==> config.mk <==
export PLATFORM = sky130hd
export DESIGN_NAME = utf8_to_codepoint_decoder_flat
export DESIGN_NICKNAME = d
export VERILOG_FILES = /design/src/hw/rtl/u8d_pkg.sv /design/src/hw/rtl/u8d_if.sv /design/src/hw/rtl/u8d_front.sv /design/src/hw/rtl/u8d_queue.sv /design/src/hw/rtl/u8d_back.sv /design/src/hw/rtl/utf8_to_codepoint_decoder.sv /design/src/flat_wrapper.sv
export SDC_FILE = /design/constraint.sdc
export NUM_CORES = 1
export LEC_CHECK = 0
export ABC_AREA = 1
export BUFFER_PORTS_ARGS = -buffer_cell sky130_fd_sc_hd__buf_2
export CORE_MARGIN = 8
export CORE_UTILIZATION = 55
export DETAILED_ROUTE_END_ITERATION = 10
export MAX_ROUTING_LAYER = met4
export PLACE_DENSITY = 0.75
export REMOVE_ABC_BUFFERS = 1
export SYNTH_ARGS = -nofsm -noshare
export SYNTH_HDL_FRONTEND = slang
export SYNTH_SLANG_ARGS = --single-unit
export TNS_END_PERCENT = 100
==> constraint.sdc <==
create_clock -name clk -period 2.8 [get_ports clk]
set_input_delay 0.56 -clock clk [delete_from_list [all_inputs] [get_ports clk]]
set_output_delay 0.56 -clock clk [all_outputs]
set_load 0.1 [all_outputs]
==> src/hw/rtl/u8d_pkg.sv <==
// Package: shared types and constants of the UTF-8 decoder.
package u8d_pkg;

	localparam int unsigned CP_W        = 21;
	localparam int unsigned PAYLOAD_W   = 7;
	localparam int unsigned QUEUE_DEPTH = 4;

	// Byte class patterns and masks
	localparam logic [7:0] ASCII_MASK  = 8'b1000_0000;
	localparam logic [7:0] CONT_MASK   = 8'b1100_0000;
	localparam logic [7:0] CONT_PAT    = 8'b1000_0000;
	localparam logic [7:0] LEAD2_MASK  = 8'b1110_0000;
	localparam logic [7:0] LEAD2_PAT   = 8'b1100_0000;
	localparam logic [7:0] LEAD3_MASK  = 8'b1111_0000;
	localparam logic [7:0] LEAD3_PAT   = 8'b1110_0000;
	localparam logic [7:0] LEAD4_MASK  = 8'b1111_1000;
	localparam logic [7:0] LEAD4_PAT   = 8'b1111_0000;

	// Payload masks
	localparam logic [7:0] ASCII_BITS  = 8'b0111_1111;
	localparam logic [7:0] LEAD2_BITS  = 8'b0001_1111;
	localparam logic [7:0] LEAD3_BITS  = 8'b0000_1111;
	localparam logic [7:0] LEAD4_BITS  = 8'b0000_0111;
	localparam logic [7:0] CONT_BITS   = 8'b0011_1111;
	localparam int unsigned CONT_SHIFT = 6;

	typedef enum logic [2:0] {
		CLS_ASCII,
		CLS_LEAD2,
		CLS_LEAD3,
		CLS_LEAD4,
		CLS_CONT,
		CLS_BAD
	} byte_class_t;

	typedef struct packed {
		byte_class_t          cls;
		logic [PAYLOAD_W-1:0] payload;
		logic                 fin;
	} item_t;

	typedef struct packed {
		logic [1:0] pending;
		logic       err;
	} back_status_t;

endpackage

==> src/hw/rtl/u8d_if.sv <==
// Interfaces: byte request channel and code point result channel.
interface u8d_byte_if;
	logic       valid;
	logic       ready;
	logic [7:0] text_byte;
	logic       final_byte;

	modport source (output valid, output text_byte, output final_byte, input ready);
	modport sink   (input valid, input text_byte, input final_byte, output ready);
endinterface

interface u8d_cp_if;
	logic                       valid;
	logic                       ready;
	logic [u8d_pkg::CP_W-1:0]   code_point;
	logic                       has_code_point;
	logic                       any_error;
	logic                       text_end;

	modport source (output valid, output code_point, output has_code_point,
		output any_error, output text_end, input ready);
	modport sink   (input valid, input code_point, input has_code_point,
		input any_error, input text_end, output ready);
endinterface

==> src/hw/rtl/u8d_front.sv <==
// Front: accepts text bytes and classes each one before it is queued.
module u8d_front (
	u8d_byte_if.sink         text_chan,
	input  logic             push_ready,
	output logic             push_valid,
	output u8d_pkg::item_t   push_item
);

	logic [7:0] b;

	assign b               = text_chan.text_byte;
	assign text_chan.ready = push_ready;
	assign push_valid      = text_chan.valid;

	always_comb begin
		push_item.fin = text_chan.final_byte;
		if ((b & u8d_pkg::ASCII_MASK) == 8'h00) begin
			push_item.cls     = u8d_pkg::CLS_ASCII;
			push_item.payload = u8d_pkg::PAYLOAD_W'(b & u8d_pkg::ASCII_BITS);
		end else if ((b & u8d_pkg::CONT_MASK) == u8d_pkg::CONT_PAT) begin
			push_item.cls     = u8d_pkg::CLS_CONT;
			push_item.payload = u8d_pkg::PAYLOAD_W'(b & u8d_pkg::CONT_BITS);
		end else if ((b & u8d_pkg::LEAD2_MASK) == u8d_pkg::LEAD2_PAT) begin
			push_item.cls     = u8d_pkg::CLS_LEAD2;
			push_item.payload = u8d_pkg::PAYLOAD_W'(b & u8d_pkg::LEAD2_BITS);
		end else if ((b & u8d_pkg::LEAD3_MASK) == u8d_pkg::LEAD3_PAT) begin
			push_item.cls     = u8d_pkg::CLS_LEAD3;
			push_item.payload = u8d_pkg::PAYLOAD_W'(b & u8d_pkg::LEAD3_BITS);
		end else if ((b & u8d_pkg::LEAD4_MASK) == u8d_pkg::LEAD4_PAT) begin
			push_item.cls     = u8d_pkg::CLS_LEAD4;
			push_item.payload = u8d_pkg::PAYLOAD_W'(b & u8d_pkg::LEAD4_BITS);
		end else begin
			push_item.cls     = u8d_pkg::CLS_BAD;
			push_item.payload = '0;
		end
	end

endmodule

==> src/hw/rtl/u8d_queue.sv <==
// Queue: short FIFO of classed bytes between front and back.
module u8d_queue #(
	parameter int unsigned Depth = u8d_pkg::QUEUE_DEPTH
) (
	input  logic             clk,
	input  logic             arst_n,
	input  logic             push_valid,
	output logic             push_ready,
	input  u8d_pkg::item_t   push_item,
	output logic             pop_valid,
	input  logic             pop,
	output u8d_pkg::item_t   pop_item
);

	localparam int unsigned PtrW = (Depth > 1) ? $clog2(Depth) : 1;
	localparam int unsigned CntW = $clog2(Depth + 1);

	u8d_pkg::item_t entries_q [Depth];
	logic [PtrW-1:0] wr_ptr_q, rd_ptr_q;
	logic [CntW-1:0] count_q;
	logic do_push, do_pop;

	assign push_ready = (count_q != CntW'(Depth));
	assign pop_valid  = (count_q != '0);
	assign do_push    = push_valid && push_ready;
	assign do_pop     = pop && pop_valid;
	assign pop_item   = entries_q[rd_ptr_q];

	always_ff @(posedge clk) begin
		if (do_push) begin
			entries_q[wr_ptr_q] <= push_item;
		end
	end

	always_ff @(posedge clk or negedge arst_n) begin
		if (!arst_n) begin
			wr_ptr_q <= '0;
			rd_ptr_q <= '0;
			count_q  <= '0;
		end else begin
			if (do_push) begin
				wr_ptr_q <= (wr_ptr_q == PtrW'(Depth - 1)) ? '0 : wr_ptr_q + 1'b1;
			end
			if (do_pop) begin
				rd_ptr_q <= (rd_ptr_q == PtrW'(Depth - 1)) ? '0 : rd_ptr_q + 1'b1;
			end
			if (do_push && !do_pop) begin
				count_q <= count_q + 1'b1;
			end else if (!do_push && do_pop) begin
				count_q <= count_q - 1'b1;
			end
		end
	end

endmodule

==> src/hw/rtl/u8d_back.sv <==
// Back: sequence state, code point assembly and the output register.
module u8d_back (
	input  logic                   clk,
	input  logic                   arst_n,
	input  logic                   item_valid,
	input  u8d_pkg::item_t         item,
	output logic                   pop,
	u8d_cp_if.source               code_chan,
	output u8d_pkg::back_status_t  status
);

	logic [u8d_pkg::CP_W-1:0] partial_q, partial_d;
	logic [1:0]               pending_q, pending_d;
	logic                     err_q, err_d;

	logic                     out_valid_q;
	logic [u8d_pkg::CP_W-1:0] cp_q;
	logic                     have_q, err_out_q, end_q;

	logic                     have;
	logic [u8d_pkg::CP_W-1:0] cp;
	logic [u8d_pkg::CP_W-1:0] merged;
	logic                     emit;

	assign pop    = item_valid && (!out_valid_q || code_chan.ready);
	assign merged = {partial_q[u8d_pkg::CP_W-u8d_pkg::CONT_SHIFT-1:0],
		item.payload[u8d_pkg::CONT_SHIFT-1:0]};

	always_comb begin
		partial_d = partial_q;
		pending_d = pending_q;
		err_d     = err_q;
		have      = 1'b0;
		cp        = '0;
		if (pending_q != 2'd0 && item.cls == u8d_pkg::CLS_CONT) begin
			pending_d = pending_q - 2'd1;
			partial_d = merged;
			if (pending_q == 2'd1) begin
				have      = 1'b1;
				cp        = merged;
				partial_d = '0;
			end
		end else begin
			// open sequence broken: drop it, decode this byte as a lead
			if (pending_q != 2'd0) begin
				err_d     = 1'b1;
				pending_d = 2'd0;
				partial_d = '0;
			end
			case (item.cls)
				u8d_pkg::CLS_ASCII: begin
					have = 1'b1;
					cp   = u8d_pkg::CP_W'(item.payload);
				end
				u8d_pkg::CLS_LEAD2: begin
					partial_d = u8d_pkg::CP_W'(item.payload);
					pending_d = 2'd1;
				end
				u8d_pkg::CLS_LEAD3: begin
					partial_d = u8d_pkg::CP_W'(item.payload);
					pending_d = 2'd2;
				end
				u8d_pkg::CLS_LEAD4: begin
					partial_d = u8d_pkg::CP_W'(item.payload);
					pending_d = 2'd3;
				end
				default: begin
					err_d = 1'b1;
				end
			endcase
		end
		if (item.fin && pending_d != 2'd0) begin
			err_d = 1'b1;
		end
		emit = item.fin || have;
	end

	always_ff @(posedge clk or negedge arst_n) begin
		if (!arst_n) begin
			partial_q <= '0;
			pending_q <= 2'd0;
			err_q     <= 1'b0;
		end else if (pop) begin
			if (item.fin) begin
				partial_q <= '0;
				pending_q <= 2'd0;
				err_q     <= 1'b0;
			end else begin
				partial_q <= partial_d;
				pending_q <= pending_d;
				err_q     <= err_d;
			end
		end
	end

	always_ff @(posedge clk or negedge arst_n) begin
		if (!arst_n) begin
			out_valid_q <= 1'b0;
		end else if (pop && emit) begin
			out_valid_q <= 1'b1;
		end else if (code_chan.ready) begin
			out_valid_q <= 1'b0;
		end
	end

	always_ff @(posedge clk) begin
		if (pop && emit) begin
			cp_q      <= cp;
			have_q    <= have;
			err_out_q <= err_d;
			end_q     <= item.fin;
		end
	end

	assign code_chan.valid          = out_valid_q;
	assign code_chan.code_point     = cp_q;
	assign code_chan.has_code_point = have_q;
	assign code_chan.any_error      = err_out_q;
	assign code_chan.text_end       = end_q;

	assign status.pending = pending_q;
	assign status.err     = err_q;

endmodule

==> src/hw/rtl/utf8_to_codepoint_decoder.sv <==
// Top level: UTF-8 byte stream to code point decoder.
//
//  Channel     Dir  Payload                                          Moves
//  text_chan   in   text_byte[7:0], final_byte                       one byte per request
//  code_chan   out  code_point[20:0], has_code_point, any_error,     zero or one result
//                   text_end                                         per byte
//
// One byte per cycle while code_chan.ready holds; after a byte is accepted its result
// passes through the queue write, then the back end's output register.
// The front classes each byte as it enters the queue; the back end pops one
// queued byte a cycle while its output register is free or being taken, and holds the open sequence state.
// Reset clears queue pointers, sequence state and the output valid; no sweep.
// A stalled result holds the back end; the queue (QueueDepth entries) keeps
// taking bytes until it fills, then text_chan.ready drops.
// A byte with final_byte set always yields a result with text_end and clears
// the sequence state for the next text.
module utf8_to_codepoint_decoder #(
	parameter int unsigned QueueDepth = u8d_pkg::QUEUE_DEPTH
) (
	input  logic        clk,
	input  logic        arst_n,
	u8d_byte_if.sink    text_chan,
	u8d_cp_if.source    code_chan
);

	// front -> queue
	logic                   push_valid;
	logic                   push_ready;
	u8d_pkg::item_t         push_item;

	// queue -> back
	logic                   q_valid;
	logic                   q_pop;
	u8d_pkg::item_t         q_item;

	u8d_pkg::back_status_t  back_st;

	u8d_front u_front (
		.text_chan  (text_chan),
		.push_ready (push_ready),
		.push_valid (push_valid),
		.push_item  (push_item)
	);

	u8d_queue #(
		.Depth (QueueDepth)
	) u_queue (
		.clk        (clk),
		.arst_n     (arst_n),
		.push_valid (push_valid),
		.push_ready (push_ready),
		.push_item  (push_item),
		.pop_valid  (q_valid),
		.pop        (q_pop),
		.pop_item   (q_item)
	);

	u8d_back u_back (
		.clk        (clk),
		.arst_n     (arst_n),
		.item_valid (q_valid),
		.item       (q_item),
		.pop        (q_pop),
		.code_chan  (code_chan),
		.status     (back_st)
	);

	// A byte that ends the text leaves the back end clean.
	a_final_clears: assert property (@(posedge clk) disable iff (!arst_n)
		q_pop && q_item.fin |=> back_st.pending == 2'd0 && !back_st.err)
		else $error("sequence state not cleared after final byte");

	// Mid-text results exist only for completed code points.
	a_mid_has_cp: assert property (@(posedge clk) disable iff (!arst_n)
		code_chan.valid && !code_chan.text_end |-> code_chan.has_code_point)
		else $error("mid-text result without a code point");

	// No code point means a zero value.
	a_cp_zero: assert property (@(posedge clk) disable iff (!arst_n)
		code_chan.valid && !code_chan.has_code_point |-> code_chan.code_point == '0)
		else $error("code point nonzero without has_code_point");

	// An accepted byte is in the queue on the next cycle.
	a_push_lands: assert property (@(posedge clk) disable iff (!arst_n)
		text_chan.valid && text_chan.ready |=> q_valid)
		else $error("accepted byte missing from queue");

endmodule

==> src/flat_wrapper.sv <==
// flat-port wrapper written by rule: the top's interface ports become plain ports
module utf8_to_codepoint_decoder_flat 
#(
	parameter int unsigned QueueDepth = u8d_pkg::QUEUE_DEPTH
)
  (clk, arst_n, text_chan_valid, text_chan_text_byte, text_chan_final_byte, text_chan_ready, code_chan_valid, code_chan_code_point, code_chan_has_code_point, code_chan_any_error, code_chan_text_end, code_chan_ready);
  u8d_byte_if text_chan_i ();
  u8d_cp_if code_chan_i ();
  input  logic clk;
  input  logic arst_n;
  input wire logic [$bits(text_chan_i.valid)-1:0] text_chan_valid;
  input wire logic [$bits(text_chan_i.text_byte)-1:0] text_chan_text_byte;
  input wire logic [$bits(text_chan_i.final_byte)-1:0] text_chan_final_byte;
  output wire logic [$bits(text_chan_i.ready)-1:0] text_chan_ready;
  output wire logic [$bits(code_chan_i.valid)-1:0] code_chan_valid;
  output wire logic [$bits(code_chan_i.code_point)-1:0] code_chan_code_point;
  output wire logic [$bits(code_chan_i.has_code_point)-1:0] code_chan_has_code_point;
  output wire logic [$bits(code_chan_i.any_error)-1:0] code_chan_any_error;
  output wire logic [$bits(code_chan_i.text_end)-1:0] code_chan_text_end;
  input wire logic [$bits(code_chan_i.ready)-1:0] code_chan_ready;
  assign text_chan_i.valid = text_chan_valid;
  assign text_chan_i.text_byte = text_chan_text_byte;
  assign text_chan_i.final_byte = text_chan_final_byte;
  assign text_chan_ready = text_chan_i.ready;
  assign code_chan_valid = code_chan_i.valid;
  assign code_chan_code_point = code_chan_i.code_point;
  assign code_chan_has_code_point = code_chan_i.has_code_point;
  assign code_chan_any_error = code_chan_i.any_error;
  assign code_chan_text_end = code_chan_i.text_end;
  assign code_chan_i.ready = code_chan_ready;
  utf8_to_codepoint_decoder #(.QueueDepth(QueueDepth)) u_core (.clk(clk), .arst_n(arst_n), .text_chan(text_chan_i), .code_chan(code_chan_i));
endmodule
## Word-level counts from Yosys, hierarchy flattened

Memories as Yosys holds them, arrays and structs flattened.
Index checks and enable logic that the tools add are counted.
W data, S select, Z words.

| operators by class | value |
|---|---|
| equality and inequality tests | 12 |
| reduce and logical (&&, ||, !) cells | 24 |
| muxes and demuxes | 33 |
| add/subtract/negate cells | 5 |

Operators by type and width:

| operator | number |
|---|---|
| $mux W15 | 5 |
| $mux W10 | 5 |
| $mux W21 | 2 |
| $mux W1 | 12 |
| $mux W2 | 5 |
| $logic_and A1 B1 Y1 | 8 |
| $logic_not A8 Y1 | 1 |
| $reduce_bool A2 Y1 | 4 |
| $mux W7 | 1 |
| $eq A2 B2 Y1 const B | 3 |
| $eq A3 B2 Y1 const B | 2 |
| $eq A3 B3 Y1 const B | 2 |
| $mux W3 | 2 |
| $pmux W2 S3 | 1 |
| $eq A5 B5 Y1 const B | 1 |
| $add A2 B1 Y2 const B | 2 |
| $eq A4 B4 Y1 const B | 1 |
| $reduce_bool A4 Y1 | 1 |
| $reduce_or A4 Y1 | 1 |
| $add A3 B1 Y3 const B | 1 |
| $eq A3 B1 Y1 const B | 1 |
| $logic_not A1 Y1 | 3 |
| $logic_not A3 Y1 | 1 |
| $ne A3 B3 Y1 const B | 1 |
| other kinds (7) | 8 |

| word-level totals | value |
|---|---|
| register bits after elaboration | 50 |
| memories kept | 1 |
| word-level logic and storage cells | 86 |
| bits in writable memories | 44 |

Memory list:

| memory | depth | width | read ports | clocked after memory_dff | wr ports | RTL line | text |
|---|---|---|---|---|---|---|---|
| u_core.u_queue.entries_q | 4 | 11 | 1 | 0 | 1 | u8d_queue.sv:18 | `u8d_pkg::item_t entries_q [Depth];` |

## Depth between registers and ports, before layout

Gate-level depths: netlist of run 1.

| depth | value |
|---|---|
| word-level depth | 8 |
| mapped depth | 12 |
| mapped depth without buffers | 12 |

## By module

Synthesis of run 1 repeated with hierarchy kept, for this count alone.

| unflattened totals | value |
|---|---|
| cells, all modules | 401 |
| area, all modules | 4327.9 um^2 |

Modules (own cells, without submodules):

| module | cells each | area an instance (um^2) | instances | sequential area each (um^2) |
|---|---|---|---|---|
| u8d_queue | 187 | 2225.9 | 1 | 1496.4 |
| u8d_back | 188 | 1974.4 | 1 | 1196.1 |
| u8d_front | 26 | 127.6 | 1 | 0.0 |

## Worst setup path before layout of run 1

No wires, ideal clock.

| timing path | value |
|---|---|
| path type | reg-to-reg |
| start | register u_core.u_queue.count_q[0] |
| end | register u_core.u_queue.count_q[2] |
| setup slack | 0.018 ns |
| arrival time | 2.652 ns |
| buffers on the path | 0 |
| stages on the path, launching flop included | 11 |
| clock period less this slack | 2.782 ns |
| cell sequence | dfrtp_1 inv_1 nand3_1 nand2_1 inv_1 ha_1 inv_1 fa_1 a21oi_1 o21ai_0 xor2_1 |

RTL lines:

| what | RTL line | text |
|---|---|---|
| start: declaration | u8d_queue.sv:20 | `logic [CntW-1:0] count_q;` |
| start signal: assignment | u8d_queue.sv:48 | `count_q <= count_q + 1'b1;` |
| start signal: assignment | u8d_queue.sv:50 | `count_q <= count_q - 1'b1;` |
| $ne A3 B3 Y1 * | u8d_queue.sv:23 | `assign push_ready = (count_q != CntW'(Depth));` |
| named net text_chan_ready | flat_wrapper.sv:14 | `output wire logic [$bits(text_chan_i.ready)-1:0] text_chan_ready;` |
| $logic_and A1 B1 Y1 * | u8d_queue.sv:25 | `assign do_push = push_valid && push_ready;` |
| named net u_core.u_queue.do_push | u8d_queue.sv:21 | `logic do_push, do_pop;` |
| $logic_not A1 Y1 | u8d_queue.sv:49 | `end else if (!do_push && do_pop) begin` |
| $logic_and A1 B1 Y1 | u8d_queue.sv:49 |  |
| $reduce_bool A2 Y1 (no source line) | -- |  |

The timed path passes the listed nets; every way through them passes the cells marked *. The select of a mux whose other input is x is not followed.
A chain may end at the register's enable or synchronous reset.

## Worst setup path after layout of run 1

| timing path | value |
|---|---|
| start | register u_core.u_queue.rd_ptr_q[1] |
| end | register u_core.u_back.cp_q, in the netlist u_core.u_back.code_chan.code_point[1], enable pin |

| between the ends | value |
|---|---|
| word-level cells in the longest chain between the ends | 6 |

RTL lines:

| what | RTL line | text |
|---|---|---|
| start: declaration | u8d_queue.sv:19 | `logic [PtrW-1:0] wr_ptr_q, rd_ptr_q;` |
| start signal: assignment | u8d_queue.sv:45 | `rd_ptr_q <= (rd_ptr_q == PtrW'(Depth - 1)) ? '0 : rd_ptr_q + 1'b1;` |
| $mem_v2 Z4 W11 * | -- |  |
| $logic_not A3 Y1 / $eq A3 B3 Y1 (equally long branches) | u8d_back.sv:50, u8d_back.sv:35 |  |
| $mux W1 / $logic_and A1 B1 Y1 (equally long branches) | u8d_back.sv:50, u8d_back.sv:35 |  |
| $mux W1 | u8d_back.sv:35 | `if (pending_q != 2'd0 && item.cls == u8d_pkg::CLS_CONT) begin` |
| $logic_or A1 B1 Y1 * | u8d_back.sv:75 | `emit = item.fin \|\| have;` |
| $logic_and A1 B1 Y1 * | u8d_back.sv:107 | `if (pop && emit) begin` |
| end signal: assignment | u8d_back.sv:108 | `cp_q <= cp;` |
| end: declaration | u8d_back.sv:17 | `logic [u8d_pkg::CP_W-1:0] cp_q;` |

Every way passes the cells marked *; elsewhere a longest branch is shown, timed or not.

==> impl_results.html, run 1 <==
<table>
<tr><th>Metric</th><th>Value</th></tr>
<tr><th colspan="2">Status</th></tr>
<tr><td>Result of the run</td><td>complete, no violations</td></tr>
<tr><th colspan="2">STA</th></tr>
<tr><td>Tightest hold margin</td><td>0.2093 ns</td></tr>
<tr><td>Tightest Pin Transition</td><td>0.6022 ns</td></tr>
<tr><td>Final Cycle Share</td><td>0.8162</td></tr>
<tr><td>Final Skew</td><td>0.01068 ns</td></tr>
<tr><td>Setup TNS</td><td>0 ns</td></tr>
<tr><td>Count of endpoints failing hold in the final timing report</td><td>0</td></tr>
<tr><td>Achievable Freq</td><td>437.6 MHz</td></tr>
<tr><td>Clock period minus worst slack</td><td>2.285 ns</td></tr>
<tr><td>RSZ-0062 raised after global routing</td><td>no</td></tr>
<tr><td>Count of final max-slew check failures</td><td>0</td></tr>
<tr><td>Endpoints failing setup</td><td>0</td></tr>
<tr><td>Slew HR</td><td>0.5986</td></tr>
<tr><th colspan="2">Detailed routing</th></tr>
<tr><td>Antenna-violating nets left</td><td>0</td></tr>
<tr><td>Per-cell routed wire length</td><td>13.56 um</td></tr>
<tr><td>Number of DRC markers after the initial detailed-route iteration</td><td>127</td></tr>
<tr><td>Drt total wl</td><td>7.103 mm</td></tr>
<tr><td>Number of vias in the routed layout</td><td>2,590</td></tr>
<tr><td>Vias per inst</td><td>4.943</td></tr>
<tr><td>Post-route DRC violation count</td><td>0</td></tr>
<tr><td>Number of detailed-route iterations in the first pass</td><td>4</td></tr>
<tr><th colspan="2">Yosys</th></tr>
<tr><td>Seq/Total Area, Yosys</td><td>0.6622</td></tr>
<tr><td>Cell Area, Synth</td><td>4066 um2</td></tr>
<tr><td>Adder-cell share of the synthesized area</td><td>0.02954</td></tr>
<tr><td>Post-Synthesis Cells</td><td>371</td></tr>
<tr><td>Synth Area per Inst</td><td>10.96 um2</td></tr>
<tr><td>Share of synthesized cell area in and, or, nand and nor gates</td><td>0.1600</td></tr>
<tr><td>Most frequently used flop master after synthesis</td><td>edfxtp_1</td></tr>
<tr><td>Share of the synthesized area in compound gates (AO/OA/AOI/OAI)</td><td>0.07723</td></tr>
<tr><td>Combinational family with the most area after synthesis</td><td>simple AND/OR/NAND/NOR gates</td></tr>
<tr><td>XOR/XNOR Fraction of Synth Area</td><td>0.004308</td></tr>
<tr><td>Post-synth EDFFs</td><td>68</td></tr>
<tr><td>Mux cell area share after synthesis</td><td>0</td></tr>
<tr><td>Post-synthesis register bit count</td><td>94</td></tr>
<tr><td>Cell type with the largest total area after synthesis</td><td>edfxtp_1</td></tr>
<tr><td>Most common cell in the netlist</td><td>nand2_1</td></tr>
<tr><td>Commonest cells in the netlist</td><td>nand2_1 (75), edfxtp_1 (68), inv_1 (56), nor2_1 (44), dfrtp_1 (26)</td></tr>
<tr><td>Area fraction of the dominant cell type after synthesis</td><td>0.5022</td></tr>
<tr><td>Largest cells by area after synthesis</td><td>edfxtp_1 (50%), dfrtp_1 (16%), nand2_1 (6.9%)</td></tr>
<tr><td>Number of distinct library cells after synthesis</td><td>33</td></tr>
<tr><td>Yosys warns</td><td>0</td></tr>
<tr><td>Async S/R FF share, synth</td><td>0.2766</td></tr>
<tr><th colspan="2">Clocking</th></tr>
<tr><td>Source-to-sink clock delay at the later pin of the worst-skew pair</td><td>0.35 ns</td></tr>
<tr><td>Number of gates resized after cts</td><td>0</td></tr>
<tr><td>H-tree lvl count</td><td>3</td></tr>
<tr><td>Clock tree from TritonCTS</td><td>done</td></tr>
<tr><td>Total clock buffers created by CTS</td><td>9</td></tr>
<tr><td>Number of buffers inserted for hold repair after clock tree synthesis</td><td>0</td></tr>
<tr><td>Clk sinks</td><td>94</td></tr>
<tr><td>Buffers inserted during post-CTS setup optimization</td><td>0</td></tr>
<tr><td>Maximum count of clock buffers along a single path</td><td>2</td></tr>
<tr><td>Clock-pin transition on the worst setup and hold timing paths</td><td>0.09 ns</td></tr>
<tr><td>Master cell of the clock root buffer</td><td>clkbuf_8</td></tr>
<tr><th colspan="2">Place</th></tr>
<tr><td>Placed cell count</td><td>508</td></tr>
<tr><td>Number of buffer cells added on primary ports</td><td>38</td></tr>
<tr><td>Final HPWL DP</td><td>4.984 mm</td></tr>
<tr><td>Final weighted congestion in routability-driven placement</td><td>0.8185</td></tr>
<tr><th colspan="2">Critical path</th></tr>
<tr><td>Critical path required time</td><td>2.83 ns</td></tr>
<tr><td>Critical path class</td><td>register to register</td></tr>
<tr><td>Worst reg2reg setup slack</td><td>0.51 ns</td></tr>
<tr><td>FF-to-FF path depth</td><td>12</td></tr>
<tr><td>Element type at the critical path start</td><td>register</td></tr>
<tr><td>Worst flop-to-flop path endpoint</td><td>u_core.u_back.code_chan.code_point[1]</td></tr>
<tr><td>Startpoint of the worst register-to-register path</td><td>u_core.u_queue.rd_ptr_q[1]</td></tr>
<tr><td>Crit path max fanout</td><td>24</td></tr>
<tr><td>Worst Setup End Kind</td><td>register</td></tr>
<tr><td>Critical path arrival</td><td>2.31 ns</td></tr>
<tr><th colspan="2">Finish</th></tr>
<tr><td>Area grow syn2layout</td><td>13.32%</td></tr>
<tr><td># nets final</td><td>442</td></tr>
<tr><td>Non-Filler Instances</td><td>524</td></tr>
<tr><td>Fraction of final layout cells with drive strength greater than 1</td><td>0.1882</td></tr>
<tr><td>Diode count</td><td>0</td></tr>
<tr><td>Utilization after layout</td><td>0.6387</td></tr>
<tr><th colspan="2">GRT</th></tr>
<tr><td>Initial antenna violation count</td><td>0</td></tr>
<tr><td>Overall Global Routing Usage</td><td>0.1537</td></tr>
<tr><td>Aggregate global routing overflow</td><td>0</td></tr>
<tr><td>Global-route wire length before repair</td><td>11.94 mm</td></tr>
<tr><td>Pin count of the biggest net entering global routing</td><td>27</td></tr>
<tr><td>Via count of the first global-routing pass</td><td>2,627</td></tr>
<tr><th colspan="2">Die</th></tr>
<tr><td>Number of top-level design ports</td><td>39</td></tr>
<tr><td>Effective utilization at floorplan</td><td>0.5636</td></tr>
<tr><td>Die width</td><td>102.0 um</td></tr>
<tr><td>FP Rows</td><td>31</td></tr>
<tr><td>Die height</td><td>102.0 um</td></tr>
<tr><td>Placeable Area</td><td>7214 um2</td></tr>
<tr><td>Area of the die</td><td>10,400 um2</td></tr>
<tr><th colspan="2">Run</th></tr>
<tr><td>Maxcap violations</td><td>0</td></tr>
<tr><th colspan="2">Min path</th></tr>
<tr><td>Hold WC Path Type</td><td>primary input to async pin</td></tr>
</table>
[cell usage in the layout (no fill, tap or decap), types with 9 or more instances in the layout]
cell type  netlist  routed
o21ai_0         15      15
nand3_1         16      16
buf_2            1      38
clkbuf_8         0       9
nor2_1          44      44
a21oi_1         11      11
nand2_1         75      75
dfrtp_1         26      26
edfxtp_1        68      68
inv_1           56      56
[cells by family after synthesis]
family | Yosys count
xor+xnor | 2
fa+ha+maj | 9
buf+inv | 67
compound gates | 50
flops | 94
simple gates | 149
[stage by stage]
stage / setup WS [ns] / area (um2)
2_1_floorplan: 0.01759 / 4020
3_5_place_dp: 0.4486 / 4387
5_1_grt: 0.2369 / 4608
4_1_cts: 0.5189 / 4608
6_report: 0.5147 / 4608
3_3_place_gp: 0.5000 / 4387
[registers in the layout (all words and copies together), names as in the netlist]
signal,cells
u_core.u_queue.entries_q,44
u_core.u_back.code_chan.code_point,21
u_core.u_back.partial_q,15
u_core.u_queue.count_q,3
u_core.u_back.pending_q,2
u_core.u_queue.rd_ptr_q,2
u_core.u_queue.wr_ptr_q,2
u_core.u_back.code_chan.any_error,1
u_core.u_back.code_chan.has_code_point,1
u_core.u_back.code_chan.text_end,1
u_core.u_back.code_chan.valid,1
u_core.u_back.err_q,1
[how the worst max path moves through the flow]
stage | startpoint | endpoint | slack (ns) | depth (start not counted)
3_3_place_gp | code_chan_ready | u_core.u_queue.count_q[2] | 0.50 | 10
4_1_cts | u_core.u_queue.rd_ptr_q[1] | u_core.u_back.code_chan.code_point[16] | 0.52 | 12
3_5_place_dp | code_chan_ready | u_core.u_queue.count_q[2] | 0.45 | 10
6_report | u_core.u_queue.rd_ptr_q[1] | u_core.u_back.code_chan.code_point[1] | 0.51 | 12
5_1_grt | u_core.u_queue.rd_ptr_q[1] | u_core.u_back.code_chan.code_point[16] | 0.24 | 12
2_1_floorplan | u_core.u_queue.count_q[0] | u_core.u_queue.count_q[2] | 0.02 | 10
[layout make-up]
| type | count | area (um2) |
|---|---|---|
| inverters | 60 | 225.2 |
| clock buffers | 10 | 127.6 |
| well taps | 99 | 123.9 |
| fillers | 576 | 2606 |
| repair buffers | 45 | 242.7 |
| clock inverters | 6 | 93.84 |
| multi-input cells | 210 | 1102 |
| flip-flops and latches | 94 | 2693 |
[metal layers]
layer  global-route usage  part of all wire  vias up
met5                    -                 0        -
met4              0.08126             0.010        0
met3              0.03134             0.048        6
met2               0.2469              0.49       59
met1               0.1785              0.46     1202
li1                     -                 -     1323
[critical path, stage by stage, from the launching register on]
cell and delay (ns):
dfrtp_1 0.48, inv_2 0.28, nand3_1 0.15, nand2_1 0.10, nand2_2 0.10, nor2_1 0.17, nand2_2 0.08, inv_2 0.08
nor2_4 0.06, nand2_1 0.06, nand2_1 0.06, inv_1 0.07, buf_4 0.28
Power of run 1 is not shown: default switching activity piles up to over one toggle a cycle in this logic, so the estimate is an artifact.
==> inputs of run 2 (changes only) <==
- ABC_AREA: 1 -> 0
- clock period: 2.8 -> 2.2 ns (I/O delays scaled with it)
==> run 2 against run 1 <==
Fmax grew 9.2%. Synthesized area is 1.4% lower. Synthesized cell count is 33% lower. Sequential cell count is the same. First-iteration DRC count decreased by 47%. Clock skew rose by 0.0013 ns. Critical path type unchanged. Critical endpoint is now u_core.u_back.code_chan.any_error.
==> impl_results.html, run 2 <==
<table>
<tr><th>Metric</th><th>Value</th></tr>
<tr><th colspan="2">Clocking</th></tr>
<tr><td>Clock-pin transition on the worst setup and hold timing paths</td><td>0.09 ns</td></tr>
<tr><td>H-tree lvl count</td><td>3</td></tr>
<tr><td>Total clock buffers created by CTS</td><td>9</td></tr>
<tr><td>Clk sinks</td><td>94</td></tr>
<tr><td>Master cell of the clock root buffer</td><td>clkbuf_8</td></tr>
<tr><td>Buffers inserted during post-CTS setup optimization</td><td>0</td></tr>
<tr><td>Number of gates resized after cts</td><td>0</td></tr>
<tr><td>Number of buffers inserted for hold repair after clock tree synthesis</td><td>0</td></tr>
<tr><td>Maximum count of clock buffers along a single path</td><td>2</td></tr>
<tr><td>Clock tree from TritonCTS</td><td>done</td></tr>
<tr><td>Source-to-sink clock delay at the later pin of the worst-skew pair</td><td>0.36 ns</td></tr>
<tr><th colspan="2">Detailed routing</th></tr>
<tr><td>Number of detailed-route iterations in the first pass</td><td>7</td></tr>
<tr><td>Per-cell routed wire length</td><td>16.69 um</td></tr>
<tr><td>Number of DRC markers after the initial detailed-route iteration</td><td>67</td></tr>
<tr><td>Number of vias in the routed layout</td><td>2,234</td></tr>
<tr><td>Vias per inst</td><td>5.449</td></tr>
<tr><td>Drt total wl</td><td>6.842 mm</td></tr>
<tr><td>Antenna-violating nets left</td><td>0</td></tr>
<tr><td>Post-route DRC violation count</td><td>0</td></tr>
<tr><th colspan="2">Finish</th></tr>
<tr><td>Diode count</td><td>0</td></tr>
<tr><td># nets final</td><td>328</td></tr>
<tr><td>Fraction of final layout cells with drive strength greater than 1</td><td>0.3344</td></tr>
<tr><td>Largest register FFs</td><td>44</td></tr>
<tr><td>Register with the most flip-flops</td><td>u_core.u_queue.entries_q</td></tr>
<tr><td>Leading cell type in the layout, fill and taps excluded</td><td>edfxtp_1</td></tr>
<tr><td>Most frequent cells in the layout</td><td>edfxtp_1 (68), buf_2 (38), and3_1 (27)</td></tr>
<tr><td>Area grow syn2layout</td><td>14.70%</td></tr>
<tr><th colspan="2">GRT</th></tr>
<tr><td>Via count of the first global-routing pass</td><td>2,360</td></tr>
<tr><td>Initial antenna violation count</td><td>0</td></tr>
<tr><td>Aggregate global routing overflow</td><td>0</td></tr>
<tr><td>Overall Global Routing Usage</td><td>0.1505</td></tr>
<tr><td>Pin count of the biggest net entering global routing</td><td>27</td></tr>
<tr><td>Global-route wire length before repair</td><td>11.31 mm</td></tr>
<tr><th colspan="2">Die</th></tr>
<tr><td>Effective utilization at floorplan</td><td>0.5617</td></tr>
<tr><td>Die width</td><td>101.4 um</td></tr>
<tr><td>Number of top-level design ports</td><td>39</td></tr>
<tr><td>Die height</td><td>101.4 um</td></tr>
<tr><td>FP Rows</td><td>31</td></tr>
<tr><td>Area of the die</td><td>10,280 um2</td></tr>
<tr><td>Placeable Area</td><td>7137 um2</td></tr>
<tr><th colspan="2">STA</th></tr>
<tr><td>Slew HR</td><td>0.5839</td></tr>
<tr><td>Endpoints failing setup</td><td>0</td></tr>
<tr><td>Final Cycle Share</td><td>0.9512</td></tr>
<tr><td>Tightest Pin Transition</td><td>0.6241 ns</td></tr>
<tr><td>Tightest hold margin</td><td>0.08897 ns</td></tr>
<tr><td>Clock period minus worst slack</td><td>2.093 ns</td></tr>
<tr><td>Achievable Freq</td><td>477.9 MHz</td></tr>
<tr><td>Final Skew</td><td>0.01195 ns</td></tr>
<tr><td>Count of endpoints failing hold in the final timing report</td><td>0</td></tr>
<tr><td>Minimum setup slack in the final design</td><td>0.1074 ns</td></tr>
<tr><td>Count of final max-slew check failures</td><td>0</td></tr>
<tr><td>RSZ-0062 raised after global routing</td><td>no</td></tr>
<tr><th colspan="2">Run</th></tr>
<tr><td>Maxcap violations</td><td>0</td></tr>
<tr><th colspan="2">Yosys</th></tr>
<tr><td>Most common cell in the netlist</td><td>edfxtp_1</td></tr>
<tr><td>Seq/Total Area, Yosys</td><td>0.6717</td></tr>
<tr><td>Post-synthesis register bit count</td><td>94</td></tr>
<tr><td>Cell type with the largest total area after synthesis</td><td>edfxtp_1</td></tr>
<tr><td>Number of distinct library cells after synthesis</td><td>42</td></tr>
<tr><td>Cell Area, Synth</td><td>4009 um2</td></tr>
<tr><td>Post-synth EDFFs</td><td>68</td></tr>
<tr><td>Async S/R FF share, synth</td><td>0.2766</td></tr>
<tr><td>Most frequently used flop master after synthesis</td><td>edfxtp_1</td></tr>
<tr><td>Largest cells by area after synthesis</td><td>edfxtp_1 (51%), dfrtp_1 (16%), mux4_2 (6.2%)</td></tr>
<tr><td>Yosys warns</td><td>0</td></tr>
<tr><td>Area fraction of the dominant cell type after synthesis</td><td>0.5094</td></tr>
<tr><td>Post-Synthesis Cells</td><td>248</td></tr>
<tr><td>Commonest cells in the netlist</td><td>edfxtp_1 (68), and3_1 (27), dfrtp_1 (26), mux2_2 (13), and2_1 (12)</td></tr>
<tr><td>Synth Area per Inst</td><td>16.16 um2</td></tr>
<tr><th colspan="2">Critical path</th></tr>
<tr><td>Element type at the critical path start</td><td>register</td></tr>
<tr><td>Worst Setup End Kind</td><td>register</td></tr>
<tr><td>CP Buf/Inv Count</td><td>0</td></tr>
<tr><td>Crit path max-delay family</td><td>multiplexers</td></tr>
<tr><td>CP cell instances</td><td>mux4_2 -&gt; or4b_4 -&gt; o211ai_1 -&gt; a211o_1</td></tr>
<tr><td>Critical path arrival</td><td>2.33 ns</td></tr>
<tr><td>Critical path class</td><td>register to register</td></tr>
<tr><td>Critical-path cell with the highest stage delay</td><td>mux4_2</td></tr>
<tr><td>Maximum single-stage delay on the critical path</td><td>0.63 ns</td></tr>
<tr><td>Critical path required time</td><td>2.44 ns</td></tr>
<tr><td>Crit path max fanout</td><td>8</td></tr>
<tr><th colspan="2">Place</th></tr>
<tr><td>Final HPWL DP</td><td>4.957 mm</td></tr>
<tr><td>Number of buffer cells added on primary ports</td><td>38</td></tr>
<tr><td>Pre-CTS setup slack</td><td>0.04170 ns</td></tr>
<tr><td>Final weighted congestion in routability-driven placement</td><td>0.7894</td></tr>
<tr><th colspan="2">Status</th></tr>
<tr><td>Result of the run</td><td>complete, no violations</td></tr>
<tr><th colspan="2">Min path</th></tr>
<tr><td>Hold WC Path Type</td><td>primary input to async pin</td></tr>
</table>
==> run 2: cell types whose count changed in the layout (fill, tap and decap cells not counted), moves of 7 or more <==
cell and change:
nand2_1 -66, buf_4 +7, nand3_1 -13, a21oi_1 -9, mux2_2 +13, inv_1 -48
o21ai_0 -12, and3_1 +27, nor2_1 -36, and2_1 +11, mux4_2 +11
==> run 2: through the flow <==
stage / setup TNS [ns] / instances / utilization / cell area [um2]
final: 0 / 410 / 0.6443 / 4598
after global placement: 0 / 394 / 0.6187 / 4415
after CTS: 0 / 410 / 0.6429 / 4588
after floorplan: -22.11 / 241 / - / 3956
after global routing: 0 / 410 / 0.6443 / 4598
after detailed placement: 0 / 394 / 0.6187 / 4415
==> run 2: routing by layer <==
layer  global-route usage  routed length (um)
met1               0.1709                2957
met2               0.2470                3463
met3              0.03918                 291
met4              0.06529                 129
met5                    -                   0
==> run 2: worst register-to-register path: cells and delay by family, from the launching register on <==
kind	cells	cell delay, ns
flops	1	0.44
compound gates	2	0.33
mux	1	0.63
simple gates	1	0.57
==> run 2: kinds of logic (layout without fill, tap and decap cells) <==
family | after synthesis | after routing | share of synthesized area
flops | 94 | 94 | 0.6717
fa+ha+maj | 9 | 9 | 0.02996
compound gates | 30 | 30 | 0.05961
mux | 25 | 25 | 0.1008
buf+inv | 15 | 78 | 0.02060
simple gates | 72 | 72 | 0.1108
xor+xnor | 3 | 3 | 0.006556
==> run 2: worst paths after layout <==
kind	startpoint	endpoint	slack, ns	depth (start not counted)
min in group clk	text_chan_final_byte	u_core.u_queue.entries_q[3][0]	0.30	1
max in group asynchronous	arst_n	u_core.u_queue.rd_ptr_q[0]	1.66	1
setup / recovery	u_core.u_queue.rd_ptr_q[0]	u_core.u_back.code_chan.any_error	0.11	4
setup reg to reg	u_core.u_queue.rd_ptr_q[0]	u_core.u_back.code_chan.any_error	0.11	4
hold reg to reg	u_core.u_back.partial_q[10]	u_core.u_back.partial_q[10]	0.51	1
hold / removal	arst_n	u_core.u_back.code_chan.valid	0.09	1
==> run 2: area by class of cell <==
class,count,area [um2]
Clock buffer,10,127.6
Clock inverter,6,45.04
Fill cell,558,2539
Inverter,8,30.03
Multi-Input combinational cell,139,1241
Sequential cell,94,2695
Tap cell,99,123.9
Timing Repair Buffer,54,335.3
Power of run 2 is left out for the same reason.
==> inputs of run 3 (changes only) <==
- CTS_BUF_LIST: not set -> sky130_fd_sc_hd__clkbuf_2 sky130_fd_sc_hd__clkbuf_4 sky130_fd_sc_hd__clkbuf_8
- RECOVER_POWER: not set -> 100
==> run 3 against run 2 <==
The run now ends with max-capacitance violations left. Die area did not move. Final cell count did not move. Setup slack got worse by 0.032 ns. Critical path depth rose by 2. Critical endpoint is now u_core.u_back.partial_q[9]. Largest cell class unchanged.
==> impl_results.html, run 3 (synthesized netlist as in run 2, its figures left out) <==
<table>
<tr><th>Metric</th><th>Value</th></tr>
<tr><th colspan="2">Detailed routing</th></tr>
<tr><td>Number of vias in the routed layout</td><td>2,225</td></tr>
<tr><td>Number of DRC markers after the initial detailed-route iteration</td><td>66</td></tr>
<tr><td>Drt total wl</td><td>6.809 mm</td></tr>
<tr><td>Vias per inst</td><td>5.427</td></tr>
<tr><td>Post-route DRC violation count</td><td>0</td></tr>
<tr><td>Per-cell routed wire length</td><td>16.61 um</td></tr>
<tr><td>Antenna-violating nets left</td><td>0</td></tr>
<tr><td>Number of detailed-route iterations in the first pass</td><td>6</td></tr>
<tr><th colspan="2">Run</th></tr>
<tr><td>Maxcap violations</td><td>1</td></tr>
<tr><th colspan="2">Clocking</th></tr>
<tr><td>Clk sinks</td><td>94</td></tr>
<tr><td>H-tree lvl count</td><td>3</td></tr>
<tr><td>Number of buffers inserted for hold repair after clock tree synthesis</td><td>0</td></tr>
<tr><td>Maximum count of clock buffers along a single path</td><td>2</td></tr>
<tr><td>Clock tree from TritonCTS</td><td>done</td></tr>
<tr><td>Buffers inserted during post-CTS setup optimization</td><td>0</td></tr>
<tr><td>Total clock buffers created by CTS</td><td>9</td></tr>
<tr><td>Master cell of the clock root buffer</td><td>clkbuf_8</td></tr>
<tr><td>Clock-pin transition on the worst setup and hold timing paths</td><td>0.09 ns</td></tr>
<tr><td>Source-to-sink clock delay at the later pin of the worst-skew pair</td><td>0.36 ns</td></tr>
<tr><td>Number of gates resized after cts</td><td>0</td></tr>
<tr><th colspan="2">Status</th></tr>
<tr><td>Result of the run</td><td>finished, violations left</td></tr>
<tr><td>Violated checks</td><td>max-capacitance violations</td></tr>
<tr><th colspan="2">Critical path</th></tr>
<tr><td>Crit path max fanout</td><td>24</td></tr>
<tr><td>Critical path arrival</td><td>2.37 ns</td></tr>
<tr><td>Element type at the critical path start</td><td>register</td></tr>
<tr><td>Startpoint of the worst register-to-register path</td><td>u_core.u_queue.rd_ptr_q[0]</td></tr>
<tr><td>Worst Setup End Kind</td><td>register</td></tr>
<tr><td>Critical path endpoint</td><td>u_core.u_back.partial_q[9]</td></tr>
<tr><td>Critical path required time</td><td>2.44 ns</td></tr>
<tr><td>Worst reg2reg setup slack</td><td>0.08 ns</td></tr>
<tr><td>Worst flop-to-flop path endpoint</td><td>u_core.u_back.partial_q[9]</td></tr>
<tr><td>Worst setup startpoint</td><td>u_core.u_queue.rd_ptr_q[0]</td></tr>
<tr><td>Critical path class</td><td>register to register</td></tr>
<tr><td>FF-to-FF path depth</td><td>6</td></tr>
<tr><th colspan="2">GRT</th></tr>
<tr><td>Aggregate global routing overflow</td><td>0</td></tr>
<tr><td>Global-route wire length before repair</td><td>11.27 mm</td></tr>
<tr><td>Met3 usage in global routing</td><td>0.03711</td></tr>
<tr><td>Met1 Use GR</td><td>0.1700</td></tr>
<tr><td>Initial antenna violation count</td><td>0</td></tr>
<tr><td>Met2 track demand over resource in global routing</td><td>0.2475</td></tr>
<tr><td>Most congested layer reported by global routing</td><td>met2</td></tr>
<tr><td>Via count of the first global-routing pass</td><td>2,357</td></tr>
<tr><td>Overall Global Routing Usage</td><td>0.1499</td></tr>
<tr><td>Pin count of the biggest net entering global routing</td><td>27</td></tr>
<tr><th colspan="2">STA</th></tr>
<tr><td>Clock period minus worst slack</td><td>2.125 ns</td></tr>
<tr><td>Count of endpoints failing hold in the final timing report</td><td>0</td></tr>
<tr><td>Slew HR</td><td>0.003750</td></tr>
<tr><td>Final Cycle Share</td><td>0.9658</td></tr>
<tr><td>Final Skew</td><td>0.01182 ns</td></tr>
<tr><td>Count of final max-slew check failures</td><td>0</td></tr>
<tr><td>Tightest Pin Transition</td><td>1.494 ns</td></tr>
<tr><td>Achievable Freq</td><td>470.6 MHz</td></tr>
<tr><td>Endpoints failing setup</td><td>0</td></tr>
<tr><td>RSZ-0062 raised after global routing</td><td>no</td></tr>
<tr><th colspan="2">Finish</th></tr>
<tr><td>Flip-flop and latch area</td><td>2695 um2</td></tr>
<tr><td>Most frequent cells in the layout</td><td>edfxtp_1 (68), and3_1 (27), clkbuf_2 (26)</td></tr>
<tr><td>Diode count</td><td>0</td></tr>
<tr><td>Largest register FFs</td><td>44</td></tr>
<tr><td>Combined area of the multi-input logic cells</td><td>1229 um2</td></tr>
<tr><td>Fraction of final layout cells with drive strength greater than 1</td><td>0.3087</td></tr>
<tr><td>Leading cell type in the layout, fill and taps excluded</td><td>edfxtp_1</td></tr>
<tr><td># nets final</td><td>328</td></tr>
<tr><td>Area grow syn2layout</td><td>14.04%</td></tr>
<tr><td>Utilization after layout</td><td>0.6406</td></tr>
<tr><td>Number of fill cells in the layout</td><td>569</td></tr>
<tr><td>Register with the most flip-flops</td><td>u_core.u_queue.entries_q</td></tr>
<tr><th colspan="2">Min path</th></tr>
<tr><td>Hold WC Path Type</td><td>primary input to register</td></tr>
<tr><td>Hold path depth</td><td>1</td></tr>
<tr><th colspan="2">Place</th></tr>
<tr><td>Final weighted congestion in routability-driven placement</td><td>0.7894</td></tr>
<tr><td>Number of buffer cells added on primary ports</td><td>38</td></tr>
<tr><td>Final HPWL DP</td><td>4.957 mm</td></tr>
<tr><th colspan="2">Die</th></tr>
<tr><td>Number of top-level design ports</td><td>39</td></tr>
<tr><td>Effective utilization at floorplan</td><td>0.5617</td></tr>
<tr><td>FP Rows</td><td>31</td></tr>
<tr><td>Placeable Area</td><td>7137 um2</td></tr>
<tr><td>Die width</td><td>101.4 um</td></tr>
<tr><td>Die height</td><td>101.4 um</td></tr>
<tr><td>Area of the die</td><td>10,280 um2</td></tr>
</table>
[run 3: cell type report]
| class | count | area share |
|---|---|---|
| Clock buffer | 10 | 0.02874 |
| Clock inverter | 6 | 0.009852 |
| Inverter | 8 | 0.006568 |
| Multi-Input combinational cell | 139 | 0.2687 |
| Sequential cell | 94 | 0.5895 |
| Tap cell | 99 | 0.02709 |
| Timing Repair Buffer | 54 | 0.06951 |
[run 3: per-layer routing]
layer	wire length (um)	part of all wire
met1	2948	0.43
met2	3437	0.50
met3	304	0.045
met4	118	0.017
met5	0	0
[run 3: worst min path at each step]
stage                                    start                              to  slack [ns]
after floorplan                         arst_n   u_core.u_back.code_chan.valid        0.14
after global placement                  arst_n             u_core.u_back.err_q        0.48
after detailed placement                arst_n   u_core.u_back.code_chan.valid        0.49
after CTS                               arst_n     u_core.u_back.partial_q[12]        0.09
after global routing      text_chan_final_byte  u_core.u_queue.entries_q[3][0]        0.36
final                     text_chan_final_byte  u_core.u_queue.entries_q[3][0]        0.35
[run 3: worst max-delay path: stages, from the launching register on]
cell	delay (ns)
dfrtp_2	0.44
mux4_2	0.58
clkbuf_1	0.16
nor4b_2	0.18
buf_4	0.21
and3_1	0.17
mux2_2	0.26
[run 3: through the flow]
step	hold slack, ns	worst slack (ns)	instances	setup TNS [ns]	cell area, um2
6_report	0.3544	0.07521	410	0	4572
5_1_grt	0.3649	0.01173	410	0	4572
4_1_cts	0.08594	0.03105	410	0	4592
3_5_place_dp	0.4850	0.04170	394	0	4415
3_3_place_gp	0.4772	0.07384	394	0	4415
2_1_floorplan	0.1444	-0.6041	241	-22.11	3956
Power of run 3 is left out for the same reason.
